[config.mk]
export PLATFORM = sky130hd
export DESIGN_NAME = lfcf_seq
export DESIGN_NICKNAME = d
export VERILOG_FILES = /design/src/design/lfcf_pkg.sv /design/src/design/lfcf_seq.sv
export VERILOG_INCLUDE_DIRS = /design/src /design/src/design
export SDC_FILE = /design/constraint.sdc
export NUM_CORES = 1
export LEC_CHECK = 0
export BUFFER_PORTS_ARGS = -buffer_cell sky130_fd_sc_hd__buf_2
export CAP_MARGIN = 20
export CORE_AREA = 2 2 39 41
export CTS_CLUSTER_DIAMETER = 50
export DETAILED_ROUTE_END_ITERATION = 6
export DIE_AREA = 0 0 41 43
export PLACE_DENSITY = 0.44
export SLEW_MARGIN = 30
export SYNTH_ARGS = -nofsm -noshare
export SYNTH_HDL_FRONTEND = slang
export SYNTH_SLANG_ARGS = --single-unit
[constraint.sdc]
create_clock -name clk -period 2.3 [get_ports clk]
set_clock_uncertainty 0.2 [all_clocks]
set_input_delay 0.23 -clock clk [delete_from_list [all_inputs] [get_ports clk]]
set_output_delay 0.23 -clock clk [all_outputs]
set_load 0.1 [all_outputs]
[src/design/lowpass_feedback_comb_filter_unit_defines.svh]
// Assertion macros shared by the comb filter modules.
// Needs a clock named clk and an active-low reset named rst_n in the using scope.
`ifndef LOWPASS_FEEDBACK_COMB_FILTER_UNIT_DEFINES_SVH
`define LOWPASS_FEEDBACK_COMB_FILTER_UNIT_DEFINES_SVH

// Same-cycle implication, checked at every clock edge outside reset.
`define LFCF_ASSERT_NOW(label, ante, cons, msg) \
    label: assert property (@(posedge clk) disable iff (!rst_n) (ante) |-> (cons)) \
        else $error(msg);

// Next-cycle implication, checked at every clock edge outside reset.
`define LFCF_ASSERT_NEXT(label, ante, cons, msg) \
    label: assert property (@(posedge clk) disable iff (!rst_n) (ante) |=> (cons)) \
        else $error(msg);

`endif

[src/design/lfcf_pkg.sv]
// Shared types, constants and microcode for the lowpass feedback comb filter.
// Used by the sequencer, the datapath and the top level; depends on nothing.
`timescale 1ns / 1ps

package lfcf_pkg;

    // Default delay line depth.
    localparam int MAX_DELAY = 4096;

    // Fixed-point constants: Q25 gains, round half up before the shift.
    localparam int SAMPLE_W   = 32;
    localparam int GAIN_W     = 26;
    localparam int LENGTH_W   = 13;
    localparam int COEF_W     = GAIN_W + 1;
    localparam int PROD_W     = SAMPLE_W + COEF_W;
    localparam int Q_SHIFT    = 25;
    localparam logic [GAIN_W-1:0] Q_ONE = GAIN_W'(26'h2000000);
    localparam logic [Q_SHIFT+SAMPLE_W-1:0] ROUND_HALF = (Q_SHIFT + SAMPLE_W)'(32'h1000000);

    // Configuration register indexes.
    localparam int CFG_INDEX_W = 2;
    typedef enum logic [CFG_INDEX_W-1:0] {
        CFG_DAMP     = 2'd0,
        CFG_FEEDBACK = 2'd1,
        CFG_LENGTH   = 2'd2
    } cfg_idx_t;

    // Microcode step addresses.
    typedef enum logic [2:0] {
        STEP_ACCEPT   = 3'd0,
        STEP_LOWPASS  = 3'd1,
        STEP_STORE    = 3'd2,
        STEP_FEEDBACK = 3'd3,
        STEP_COMMIT   = 3'd4
    } step_t;

    // Multiplier operand selects.
    typedef enum logic {
        A_STORE   = 1'b0,
        A_DELAYED = 1'b1
    } asel_t;

    typedef enum logic [1:0] {
        B_DAMP     = 2'd0,
        B_UNDAMP   = 2'd1,
        B_FEEDBACK = 2'd2
    } bsel_t;

    // One control word of the microprogram.
    typedef struct packed {
        logic  wait_in;     // hold here until an input transfer
        logic  wait_out;    // hold here while the output register is blocked
        logic  start;       // latch the sample and issue the delay line read
        logic  mul_en;      // load the product register
        asel_t a_sel;
        bsel_t b_sel;
        logic  acc_en;      // keep the rounded damped product
        logic  delayed_en;  // keep the delayed sample
        logic  store_en;    // update the lowpass store
        logic  commit;      // write back, present result, advance index
        step_t seq_next;    // jump target when not holding
    } ctrl_t;

    // Status from the datapath back to the sequencer.
    typedef struct packed {
        logic out_blocked;
    } stat_t;

    // Microprogram ROM.
    function automatic ctrl_t ucode_rom(input step_t step);
        ctrl_t w;
        w = '0;
        w.a_sel = A_STORE;
        w.b_sel = B_DAMP;
        w.seq_next = STEP_ACCEPT;
        case (step)
            STEP_ACCEPT:
            begin
                w.wait_in  = 1'b1;
                w.start    = 1'b1;
                w.mul_en   = 1'b1;
                w.a_sel    = A_STORE;
                w.b_sel    = B_DAMP;
                w.seq_next = STEP_LOWPASS;
            end
            STEP_LOWPASS:
            begin
                w.acc_en     = 1'b1;
                w.delayed_en = 1'b1;
                w.mul_en     = 1'b1;
                w.a_sel      = A_DELAYED;
                w.b_sel      = B_UNDAMP;
                w.seq_next   = STEP_STORE;
            end
            STEP_STORE:
            begin
                w.store_en = 1'b1;
                w.seq_next = STEP_FEEDBACK;
            end
            STEP_FEEDBACK:
            begin
                w.mul_en   = 1'b1;
                w.a_sel    = A_STORE;
                w.b_sel    = B_FEEDBACK;
                w.seq_next = STEP_COMMIT;
            end
            STEP_COMMIT:
            begin
                w.wait_out = 1'b1;
                w.commit   = 1'b1;
                w.seq_next = STEP_ACCEPT;
            end
            default:
            begin
                w.seq_next = STEP_ACCEPT;
            end
        endcase
        return w;
    endfunction

    // Q25 rounding: add one half, shift right by 25, keep the low 32 bits.
    function automatic logic [SAMPLE_W-1:0] qround(input logic signed [PROD_W-1:0] p);
        logic [Q_SHIFT+SAMPLE_W-1:0] sum;
        sum = p[Q_SHIFT+SAMPLE_W-1:0] + ROUND_HALF;
        return sum[Q_SHIFT+SAMPLE_W-1:Q_SHIFT];
    endfunction

endpackage

[src/design/lfcf_seq.sv]
// Microcode sequencer: step counter, control ROM lookup and conditional holds.
// Depends on lfcf_pkg and the shared assertion macros.
`timescale 1ns / 1ps
`include "lowpass_feedback_comb_filter_unit_defines.svh"

module lfcf_seq (
    input  logic            clk,
    input  logic            rst_n,
    input  logic            in_valid,
    output logic            in_stall,
    input  lfcf_pkg::stat_t stat,
    output lfcf_pkg::ctrl_t ctrl
);

    lfcf_pkg::step_t step_reg;
    lfcf_pkg::step_t step_next;
    logic            hold;

    // Control word for the current step.
    always_comb
    begin
        ctrl = lfcf_pkg::ucode_rom(step_reg);
    end

    // Input is taken only in the step that waits for it.
    assign in_stall = !ctrl.wait_in;

    // Next step: hold on an unmet wait, otherwise follow the jump field.
    always_comb
    begin
        hold = (ctrl.wait_in && !in_valid) || (ctrl.wait_out && stat.out_blocked);
        if (hold)
        begin
            step_next = step_reg;
        end
        else
        begin
            step_next = ctrl.seq_next;
        end
    end

    always_ff @(posedge clk or negedge rst_n)
    begin
        if (!rst_n)
        begin
            step_reg <= lfcf_pkg::STEP_ACCEPT;
        end
        else
        begin
            step_reg <= step_next;
        end
    end

    // A transfer in always starts the lowpass step next.
    `LFCF_ASSERT_NEXT(a_accept_starts, in_valid && !in_stall, step_reg == lfcf_pkg::STEP_LOWPASS, "input transfer did not start the program")
    // A blocked commit holds its step.
    `LFCF_ASSERT_NEXT(a_commit_holds, ctrl.commit && stat.out_blocked, step_reg == lfcf_pkg::STEP_COMMIT, "commit step left while output blocked")

endmodule

==> metrics.md <==
| Metric | Value |
|---|---|
| Crit start category | register |
| CTS sink cnt | 3 |
| Met1 wire length | ~190 um |
| GRT Util Overall | under 10% |
| Highest metal used | met4 |
| Port-buffer cells | 18 |
| Seq/Total Area, Yosys | roughly 33% |
| # setup viols final | 0 |
| Max Cap Viol | 0 |
| Non-Filler Instances | 59 |
| Final instance area | 354 um^2 |
| Post-Place Cell Area | about 300 um^2 |
| CP max FO | 10 |
| CP Capture Type | primary output |
| FF+latch count, synth | 3 |
| DRC violations left | 0 |
| Synthesized Nets | 29 |
| # nets final | 48 |
| Hold Path Class | in -> reg |
| RSZ-0062 raised after global routing | no |
| # diodes | 0 |
| Slew HR | 67.6% |
| Final worst path period need | between 2000 and 2500 ps |
| Data arrival time of the critical path | about 1600 ps |
| Initial antenna violation count | 0 |
| CP required | 1870 ps |
| Final worst path period share | 89.1% |
| Height of the die | about 43 um |
| Post-CTS resize count | 0 |
| Most frequent cell after synthesis | buf_4 |
| Synth Flop Type | dfrtp_1 |
| Hold Fails Final Rpt | 0 |
| Cell variety after synth | 16 |
| Clk slew on worst S/H paths | ~40 ps |
| WL final | 525 um |
| Post-CTS Setup Inserts | 0 |
| Total gr overflow | 0 |
| CTS Root Cell | clkbuf_4 |
| CTS tree | built |
| FMAX | 0.488 GHz |
| Synth-to-Final Area Change | 55.5% |
| CORE AREA | about 1400 um^2 |
| Largest net degree at the start of global routing | 11 |
| Wire length on met2 | 258 um |
| Cts-stage hold buffer count | 2 |
| Full die area | 1760 um^2 |
| Avg Cell Area, Syn | roughly 9.1 um^2 |
| Wirelength per Cell | between 8 and 9 um |
| Cells after synthesis | 25 |
| CP Cell Sequence | or3_4 > inv_2 > buf_2 |
| Crit Path Category | reg -> out |
| Iteration-0 DRC Markers | 1 |
| IO Count | 19 |
| Status | completed |
| Max Root-Sink Buffers | 2 |
| Post-DRT Antenna Nets | 0 |
| Max reg flops | 3 |
| # rows | 14 |
| DRT Pass-1 Iters | 2 |
| Final Wtd Congestion | between 0.6 and 0.7 |
| Metal3 WL | roughly 60 um |
| Share of cells above drive strength 1 | slightly above 70% |
| Initial Utilization | between 15 and 20% |
| Max Slew Vio Count | 0 |
| Clk_lat worst skew | 230 ps |
| Drt via density | about 4.0 |
| H-tree Lvls | 1 |
| Top cells by count, synth | 4 x buf_4, 3 x dfrtp_1, 3 x nor2_1 |
| First-pass GRT wire length | a little over 800 um |
| Asr flop ratio synth | 100% |
| DIE WIDTH | slightly above 40 um |
| Placed cell count | 53 |
| TritonCTS Buffers | 3 |
| Via count | about 240 |
| Slowest cell on the critical path | dfrtp_1 |
| Cell taking the most area after synthesis | dfrtp_1 |
| Post-Syn Area | between 200 and 250 um^2 |
| EDFF count, synth | 0 |
| Largest incremental delay on the critical path | ~480 ps |
| Vias in the first global route | roughly 210 |
| Synth top area cells | dfrtp_1 33%, buf_4 13%, nor3b_2 5.5% |
| Synthesis Warnings | 0 |
| Tightest Pin Transition | between 400 and 500 ps |
| Synth top area share | 33.0% |
==> layer usage <==
metal  GRT usage [%]  vias up
met4            10.0        0
met2            10.0       12
li1                -      113
met5               0        -
met1            7.47      109
met3            2.09        2
==> final timing paths <==
kind / from / end / slack, ps / cells after the start
setup / recovery: step_reg[2] / ctrl[13] / 250 / 3
hold / removal: stat / step_reg[2] / 9 / 2
setup reg to reg: step_reg[2] / step_reg[2] / 1070 / 2
hold reg to reg: step_reg[2] / step_reg[1] / 460 / 1
max in group asynchronous: rst_n / step_reg[1] / 1670 / 2
min in group asynchronous: rst_n / step_reg[2] / 130 / 2
==> worst max-delay path, delay by kind of cell (launching register included) <==
| family | cells | cell delay (ps) |
|---|---|---|
| flip-flops | 1 | 480 |
| buffers and inverters | 2 | 460 |
| AND/OR/NAND/NOR | 1 | 430 |
==> layout by cell type, fill, tap and decap left out <==
cell type,instances
and3b_1,1
nor3b_2,1
and2_2,1
nor2_2,2
dfrtp_1,3
clkbuf_4,3
clkbuf_1,1
buf_2,18
nor2_1,1
nor3_2,2
dlygate4sd3_1,2
a21oi_1,1
and3b_2,1
or3_4,1
a21o_1,1
inv_2,2
o21a_1,1
xnor2_1,1
==> area by class of cell <==
class                           instances  area (um^2)
Clock buffer                            4         26.3
Fill cell                             160         1030
Inverter                                2         7.51
Multi-Input combinational cell         14          115
Sequential cell                         3         75.1
Tap cell                               16         20.0
Timing Repair Buffer                   20          110
==> logic make-up after synthesis <==
logic type	count (synthesis)	share of synthesized area, %
AOI/OAI and AO/OA	3	8.79
buffers and inverters	8	23.6
and+or+nand+nor	10	30.8
DFF	3	33.0
xor gates and xnor gates	1	3.85
==> per-stage QoR <==
step,setup slack [ps],util [%],TNS (ps),hold WS [ps]
2_1_floorplan,-386,-,-1330,-266
3_3_place_gp,506,22.2,0,-171
3_5_place_dp,485,22.2,0,-172
4_1_cts,228,25.6,0,9.73
5_1_grt,179,25.6,0,21.3
6_report,250,25.6,0,9.35
Power is left out: the tool's default activity adds up to more than one toggle a clock period on the data nets, which glitch-free logic cannot reach.
